[config.mk]
export PLATFORM = sky130hd
export DESIGN_NAME = dmwbc_ctrl
export DESIGN_NICKNAME = d
export VERILOG_FILES = /design/src/sv/dmwbc_pkg.sv /design/src/sv/dmwbc_ctrl.sv
export SDC_FILE = /design/constraint.sdc
export NUM_CORES = 1
export LEC_CHECK = 0
export ABC_AREA = 1
export ABC_CLOCK_PERIOD_IN_PS = 3000
export BUFFER_PORTS_ARGS = -buffer_cell sky130_fd_sc_hd__buf_2
export CAP_MARGIN = 20
export CORE_AREA = 4 4 41 43
export DETAILED_ROUTE_END_ITERATION = 10
export DIE_AREA = 0 0 45 47
export GPL_ROUTABILITY_DRIVEN = 1
export PLACE_DENSITY = 0.56
export RECOVER_POWER = 50
export SYNTH_ARGS = -nofsm -noshare
export SYNTH_HDL_FRONTEND = slang
export SYNTH_SLANG_ARGS = --single-unit
[constraint.sdc]
create_clock -name clk_i -period 3 [get_ports clk_i]
set_input_delay 0.3 -clock clk_i [delete_from_list [all_inputs] [get_ports clk_i]]
set_output_delay 0.3 -clock clk_i [all_outputs]
set_load 0.01 [all_outputs]
[src/sv/dmwbc_pkg.sv]
`timescale 1ns / 1ps
package dmwbc_pkg;
  localparam int unsigned NumSetsDef    = 64;
  localparam int unsigned BlockBytesDef = 64;
  localparam int unsigned WordW         = 32;

  typedef enum logic [1:0] {
    KIND_READ  = 2'd0,
    KIND_WRITE = 2'd1,
    KIND_FILL  = 2'd2,
    KIND_NONE  = 2'd3
  } kind_e;

  typedef enum logic [1:0] {
    RESP_DONE = 2'd0,
    RESP_WB   = 2'd1,
    RESP_FREQ = 2'd2
  } resp_e;

  typedef enum logic [2:0] {
    ST_IDLE,
    ST_LOOKUP,
    ST_WB,
    ST_FREQ,
    ST_WAIT,
    ST_FINAL,
    ST_FINISH
  } state_e;

  typedef struct packed {
    logic latch;
    logic meta_rd;
    logic hit_upd;
    logic wb_rd;
    logic wb_emit;
    logic freq_emit;
    logic fill_wr;
    logic final_wr;
    logic final_rd;
    logic finish_emit;
  } cmd_t;

  typedef struct packed {
    logic is_write;
    logic hit;
    logic victim_dirty;
    logic wb_last;
    logic fill_last;
  } sts_t;
endpackage

[src/sv/dmwbc_ctrl.sv]
`timescale 1ns / 1ps
module dmwbc_ctrl (
  input  logic              clk_i,
  input  logic              rst_ni,
  input  logic              start_i,
  input  logic [1:0]        kind_i,
  input  dmwbc_pkg::sts_t   sts_i,
  output dmwbc_pkg::cmd_t   cmd_o,
  output logic              busy_o
);
  import dmwbc_pkg::*;

  state_e state_q, state_d;
  logic   pend_q, pend_d;
  logic   acc, is_acc, is_fill;

  assign acc     = start_i && !busy_o;
  assign is_acc  = (kind_i == KIND_READ) || (kind_i == KIND_WRITE);
  assign is_fill = (kind_i == KIND_FILL);

  always_comb begin
    state_d = state_q;
    pend_d  = pend_q;
    case (state_q)
      ST_IDLE: begin
        if (acc && is_acc && !pend_q) state_d = ST_LOOKUP;
        if (acc && is_fill && pend_q) begin
          state_d = sts_i.fill_last ? ST_FINAL : ST_IDLE;
        end
      end
      ST_LOOKUP: begin
        if (sts_i.hit) state_d = ST_IDLE;
        else if (sts_i.victim_dirty) state_d = ST_WB;
        else state_d = ST_FREQ;
      end
      ST_WB:     if (sts_i.wb_last) state_d = ST_FREQ;
      ST_FREQ: begin
        state_d = ST_IDLE;
        pend_d  = 1'b1;
      end
      ST_FINAL:  state_d = ST_WAIT;
      ST_WAIT:   state_d = ST_FINISH;
      ST_FINISH: begin
        state_d = ST_IDLE;
        pend_d  = 1'b0;
      end
      default:   state_d = ST_IDLE;
    endcase
  end

  always_comb begin
    cmd_o  = '0;
    busy_o = (state_q != ST_IDLE);
    case (state_q)
      ST_IDLE: begin
        cmd_o.latch   = acc && is_acc && !pend_q;
        cmd_o.meta_rd = acc && is_acc && !pend_q;
        cmd_o.fill_wr = acc && is_fill && pend_q;
      end
      ST_LOOKUP: begin
        cmd_o.hit_upd = sts_i.hit;
        cmd_o.wb_rd   = !sts_i.hit && sts_i.victim_dirty;
      end
      ST_WB: begin
        cmd_o.wb_emit = 1'b1;
        cmd_o.wb_rd   = !sts_i.wb_last;
      end
      ST_FREQ:   cmd_o.freq_emit = 1'b1;
      ST_FINAL:  cmd_o.final_wr = 1'b1;
      ST_WAIT:   cmd_o.final_rd = 1'b1;
      ST_FINISH: cmd_o.finish_emit = 1'b1;
      default:   cmd_o = '0;
    endcase
  end

  always_ff @(posedge clk_i or negedge rst_ni) begin
    if (!rst_ni) begin
      state_q <= ST_IDLE;
      pend_q  <= 1'b0;
    end else begin
      state_q <= state_d;
      pend_q  <= pend_d;
    end
  end

  a_lookup_from_idle: assert property (@(posedge clk_i) disable iff (!rst_ni)
    state_q == ST_LOOKUP |-> $past(state_q) == ST_IDLE) else $error("lookup entry");
  a_no_acc_pending: assert property (@(posedge clk_i) disable iff (!rst_ni)
    cmd_o.latch |-> !pend_q) else $error("access while pending");
  a_finish_clears: assert property (@(posedge clk_i) disable iff (!rst_ni)
    state_q == ST_FINISH |=> !pend_q) else $error("pending kept");
endmodule

==> out/results.ini, run 1 <==
[clocking]
cts_buffers=3
post_cts_buffers=0
path_clk_slew_ps=40
clock_latency_ps=230
ctsHoldBuffers=1
cts_tree=done
clockRootBuffer=clkbuf_4
cts_resized=0
cts_buffer_depth=2
h-tree-depth=1
cts.sinks=4

[placed_design]
io_buffers=19
dp.cells=86
gp_congestion=0.7276
hpwlAfterDp_um=698.5

[routing]
drt_iter0_markers=6
vias=372
wirelength_um=796
drc=0
detail-route-antenna-nets=0
via_per_inst=4.133
routedWlPerCell_um=8.844
drt_pass1_iterations=4

[floorplanning]
dieArea_mm2=0.002115
initial_core_util_pct=25.38
die_w_um=45
core_area_mm2=0.001301
fp.dieH_um=47
floorplan.rows=13
ioPinCount=21

[global_routing]
grt_pass1_vias=365
overflow=0
grt_pass1_wl_um=1366
grt_usage_pct=9.098
grt_max_degree=8
antenna_found_initial=0

[pwr]
peakVddDrop_mv=0.3100
p_leak_uw=0.0002971
finalPower_uw=375.0
p_per_area_mw_per_mm2=818.9

[logic_synthesis]
avgSynthCellArea_um2=6.232
synthTopCellsByCount=9 x nand2_1, 8 x inv_1, 8 x nor2_1
yosysTopAreaCellShare_pct=30.30
yosys.cell_count.top_type=nand2_1
ys_warn_count=0
synth-async-reset-ratio_pct=100.0
synthTopCellsByArea=dfrtp_1 30%, nand2_1 10%, nor2_2 9.5%, nand3_1 9.1%, inv_1 9.1%
synth-seq-cells=4
synth-edff-count=0
yosysTopAreaCell=dfrtp_1
syn_nets=63
ys.flop_type=dfrtp_1
synth_area_um2=330.3
post_synth_num_cell_types=16
syn_inst=53
yosysSeqAreaShare_pct=30.30

[worst_setup_path]
path_max_fanout=6
setup.worst_path.class=register to output pin
worst_ep_required_time_ps=2700
critPathArrivalTime_ps=1420
endpoint_kind=output pin
critPathLaunchType=register

[finish]
nNetsFinal=87
layout-drive-gt1-share_pct=37.33
antennaDiodeCount=0
fin_cells=90
areaGrowthSynthToFinish_pct=38.64
fillers=159

[timing]
relSlewSlack_pct=85.25
fin_crit_sh_pct=57.23
min_period_ps=1717
clock_skew_ps=5.506
max_freq_ghz=0.5824
finalHoldViolCount=0
fin_tns_setup_ps=0
setup_viol=0
report.final.slew_viol_count=0
tightest_slew_ps=219.6
rsz0062_at_grt=no

[min_path]
hold_class=input pin to register

[job]
drv_cap=0

[status]
outcome=finished clean

cell type report:
class	instances	area [um2]	share of cell area, %
Inverter	12	45.04	9.836
Timing Repair Buffer	20	103.9	22.68
Tap cell	15	18.77	4.098
Clock buffer	3	22.52	4.918
Sequential cell	4	100.1	21.86
Multi-Input combinational cell	36	167.7	36.61
per-layer routing:
layer  up-vias  track usage, %  routed length, um
li1        206               -                  -
met1       145           10.96                376
met2        21           12.71                300
met3         0           7.280                120
met4         0           1.754                  0
met5         -               0                  0
power breakdown:
part	switching [uW]	leakage (uW)	internal (uW)
combinational	128	0.000235	82.0
sequential	26.4	0.0000483	74.8
clock	19.2	0.0000138	44.5
total	174	0.000297	201
state kept, by name (all words and copies together) (netlist names):
name and cells:
state_q 3, pend_q 1
layout by cell type (no fill, tap or decap):
| master | n |
|---|---|
| o21ai_0 | 1 |
| nand2_1 | 9 |
| nor2_1 | 10 |
| nor3_1 | 2 |
| clkbuf_1 | 1 |
| nor2_2 | 3 |
| a21oi_1 | 1 |
| dfrtp_1 | 4 |
| inv_2 | 2 |
| nand3_1 | 6 |
| nand3_2 | 1 |
| buf_2 | 18 |
| inv_1 | 10 |
| nand2_2 | 1 |
| o21ai_1 | 1 |
| dlygate4sd3_1 | 1 |
| or2_1 | 1 |
| clkbuf_4 | 3 |
worst max-delay path: stages, from the launching register on:
cell and delay [ps]:
dfrtp_1 440, nor2_1 180, nand2_2 80, inv_1 100, nand2_1 50, nor3_1 160, buf_2 170
final timing paths:
kind,start,endpoint,slack [ps],cells past startpoint
setup / recovery,state_q[0],cmd_o[9],1280,6
hold / removal,sts_i[0],state_q[2],300,3
setup reg to reg,state_q[2],state_q[0],1840,5
hold reg to reg,state_q[2],state_q[2],540,2
max in group asynchronous,rst_ni,state_q[2],2380,2
min in group asynchronous,rst_ni,pend_q,430,2
cells by family after synthesis:
group	synth area share [%]
AOI/OAI and AO/OA	4.541
and+or+nand+nor	49.24
buffers and inverters	15.91
DFF	30.30
stage by stage:
stage | hold WS [ps] | worst slack, ps | utilization, % | instance area [um2]
after global routing | 295.0 | 1088 | 35.19 | 457.9
final | 301.7 | 1283 | 35.19 | 457.9
after floorplan | 4.409 | 1434 | - | 330.3
after global placement | 109.7 | 1594 | 33.56 | 436.7
after CTS | 295.4 | 1321 | 36.06 | 469.2
after detailed placement | 111.2 | 1577 | 33.56 | 436.7
Note: power is estimated with default switching activity, not from simulation.
==> run 2, diff against run 1 <==
--- a/config.mk
+++ b/config.mk
@@ -6,7 +6,7 @@
 export NUM_CORES = 1
 export LEC_CHECK = 0
 export ABC_AREA = 1
-export ABC_CLOCK_PERIOD_IN_PS = 3000
+export ABC_CLOCK_PERIOD_IN_PS = 1600
 export BUFFER_PORTS_ARGS = -buffer_cell sky130_fd_sc_hd__buf_2
 export CAP_MARGIN = 20
 export CORE_AREA = 4 4 41 43
==> constraint.sdc (replaced) <==
create_clock -name clk_i -period 1.6 [get_ports clk_i]
set_input_delay 0.16 -clock clk_i [delete_from_list [all_inputs] [get_ports clk_i]]
set_output_delay 0.16 -clock clk_i [all_outputs]
set_load 0.01 [all_outputs]
==> run 2 against run 1 <==
Effect of this change:
- clock power rose by 87%
- register-to-register slack got worse by 1400 ps
- first-iteration DRC count down 50%
- die area is the same
==> out/results.ini, run 2 (synthesized netlist as in run 1, its figures left out) <==
[status]
outcome=finished clean

[pwr]
peakVddDrop_mv=0.5580  ; +80%
p_per_area_mw_per_mm2=1565  ; +91%
p_leak_uw=0.0002964  ; -0.25%

[worst_setup_path]
setup.worst_path.class=register to output pin
critPathLaunchType=register
cp_slowest_cell=dfrtp_2
path_max_fanout=6  ; unchanged
cp_cell_sequence=inv_2 -> nand3_1 -> or2_1 -> nand2_1 -> buf_2
endpoint_kind=output pin
worst_ep_required_time_ps=1440  ; -1260 ps
cpPeakStageDelay_ps=450  ; about the same
critPathArrivalTime_ps=1330  ; -90 ps

[finish]
nNetsFinal=87  ; unchanged
fin_area_um2=474.2  ; +3.6%
largest_reg_flops=3  ; unchanged
fillers=154  ; -3.1%
areaGrowthSynthToFinish_pct=43.56
layout-drive-gt1-share_pct=45.33  ; +8.0 points
layout_common_cells=18 x buf_2, 9 x nand2_1, 8 x inv_1, 8 x nor2_1, 6 x nand3_1
final_common_cell=buf_2
antennaDiodeCount=0  ; unchanged
largest-register=state_q
reg_top3=state_q (3), pend_q (1)

[clocking]
cts_buffers=3  ; unchanged
cts_buffer_depth=2  ; unchanged
cts_tree=done
h-tree-depth=1  ; unchanged
cts.sinks=4  ; unchanged
clockRootBuffer=clkbuf_4
path_clk_slew_ps=40  ; about the same
clock_latency_ps=230  ; about the same

[routing]
detail-route-antenna-nets=0  ; unchanged
vias=376  ; +1.1%
wirelength_um=796  ; unchanged
via_per_inst=4.178  ; +1.1%
routedWlPerCell_um=8.844  ; unchanged
drc=0  ; unchanged
drt_pass1_iterations=4  ; unchanged
drt_iter0_markers=3  ; -3

[timing]
fin_tns_setup_ps=0  ; unchanged
fin_crit_sh_pct=92.90
max_freq_ghz=0.6728
rsz0062_at_grt=no
report.final.slew_viol_count=0  ; unchanged
relSlewSlack_pct=85.08  ; -0.17 points
setup_viol=0  ; unchanged
min_period_ps=1486
finalHoldViolCount=0  ; unchanged
clock_skew_ps=5.534  ; +0.02815 ps
tightest_slew_ps=222.2  ; +2.570 ps

[floorplanning]
initial_core_util_pct=25.38  ; unchanged
dieArea_mm2=0.002115  ; unchanged
fp.dieH_um=47  ; unchanged
core_area_mm2=0.001301  ; unchanged
ioPinCount=21  ; unchanged
die_w_um=45  ; unchanged
floorplan.rows=13  ; unchanged

[job]
drv_cap=0  ; unchanged

[min_path]
hold_class=input pin to register

[global_routing]
grt_max_degree=8  ; unchanged
grt_pass1_wl_um=1400  ; +2.5%
grt_usage_pct=9.256  ; +0.16 points
overflow=0  ; unchanged
grt_busiest_layer=met2
grt_util_met2_pct=13.56  ; +0.85 points
antenna_found_initial=0  ; unchanged
grt_pass1_vias=379  ; +3.8%
grt_use_met3_pct=6.897  ; -0.38 points
grt_use_met1_pct=10.96  ; unchanged

[placed_design]
placed_area_um2=436.7  ; unchanged
io_buffers=19  ; unchanged
hpwlAfterDp_um=698.3  ; about the same
gp_congestion=0.7276  ; unchanged

-- run 2: cell counts in the layout (fill, tap and decap cells not counted) --
Identical to the previous run, type by type.
-- run 2: worst paths after layout --
check / from / endpoint / slack (ps) / depth (start not counted)
min reg2reg: pend_q / pend_q / 560 / 2
max in group asynchronous: rst_ni / state_q[0] / 1110 / 2
min in group asynchronous: rst_ni / pend_q / 290 / 2
max reg2reg: state_q[0] / state_q[0] / 460 / 5
min: sts_i[0] / state_q[2] / 160 / 3
max: state_q[0] / cmd_o[6] / 110 / 5
-- run 2: timing repair --
item	in CTS	in global routing
hold buffers	1	0
setup endpoints to repair	0	3
setup buffers	0	0
resized for setup	0	3
hold endpoints to repair	4	0
-- run 2: final cells by class --
| type | instances | area, um2 | area share, % |
|---|---|---|---|
| Timing Repair Buffer | 20 | 103.9 | 21.90 |
| Tap cell | 15 | 18.77 | 3.958 |
| Clock buffer | 3 | 22.52 | 4.749 |
| Multi-Input combinational cell | 36 | 182.7 | 38.52 |
| Sequential cell | 4 | 101.3 | 21.37 |
| Inverter | 12 | 45.04 | 9.499 |
-- run 2: power by group --
part	switching (uW)	leakage (uW)	total, uW	internal (uW)
sequential	63.2	0.0000471	206	143
combinational	251	0.000236	417	166
clock	36.0	0.0000138	119	83.5
-- run 2: worst max-delay path, delay by kind of cell, from the launching register on --
family	cells	cell delay [ps]
simple gates	3	430
flops	1	450
buf+inv	2	210
-- run 2: per-stage QoR --
step / hold WS, ps / cells / power, uW / util, % / setup slack [ps]
5_1_grt: 152.4 / 90 / 831.0 / 36.44 / 10.00
2_1_floorplan: -135.6 / 53 / 490.1 / - / 174.4
3_3_place_gp: -30.28 / 86 / 609.4 / 33.56 / 333.7
4_1_cts: 153.3 / 90 / 744.9 / 36.06 / 61.27
3_5_place_dp: -28.81 / 86 / 615.3 / 33.56 / 317.1
6_report: 155.7 / 90 / 742.2 / 36.44 / 113.6
-- run 2: routing by layer --
metal / part of all wire (%) / wire, um
met1: 47 / 377
met2: 38 / 306
met3: 14 / 112
met4: 0 / 0
met5: 0 / 0
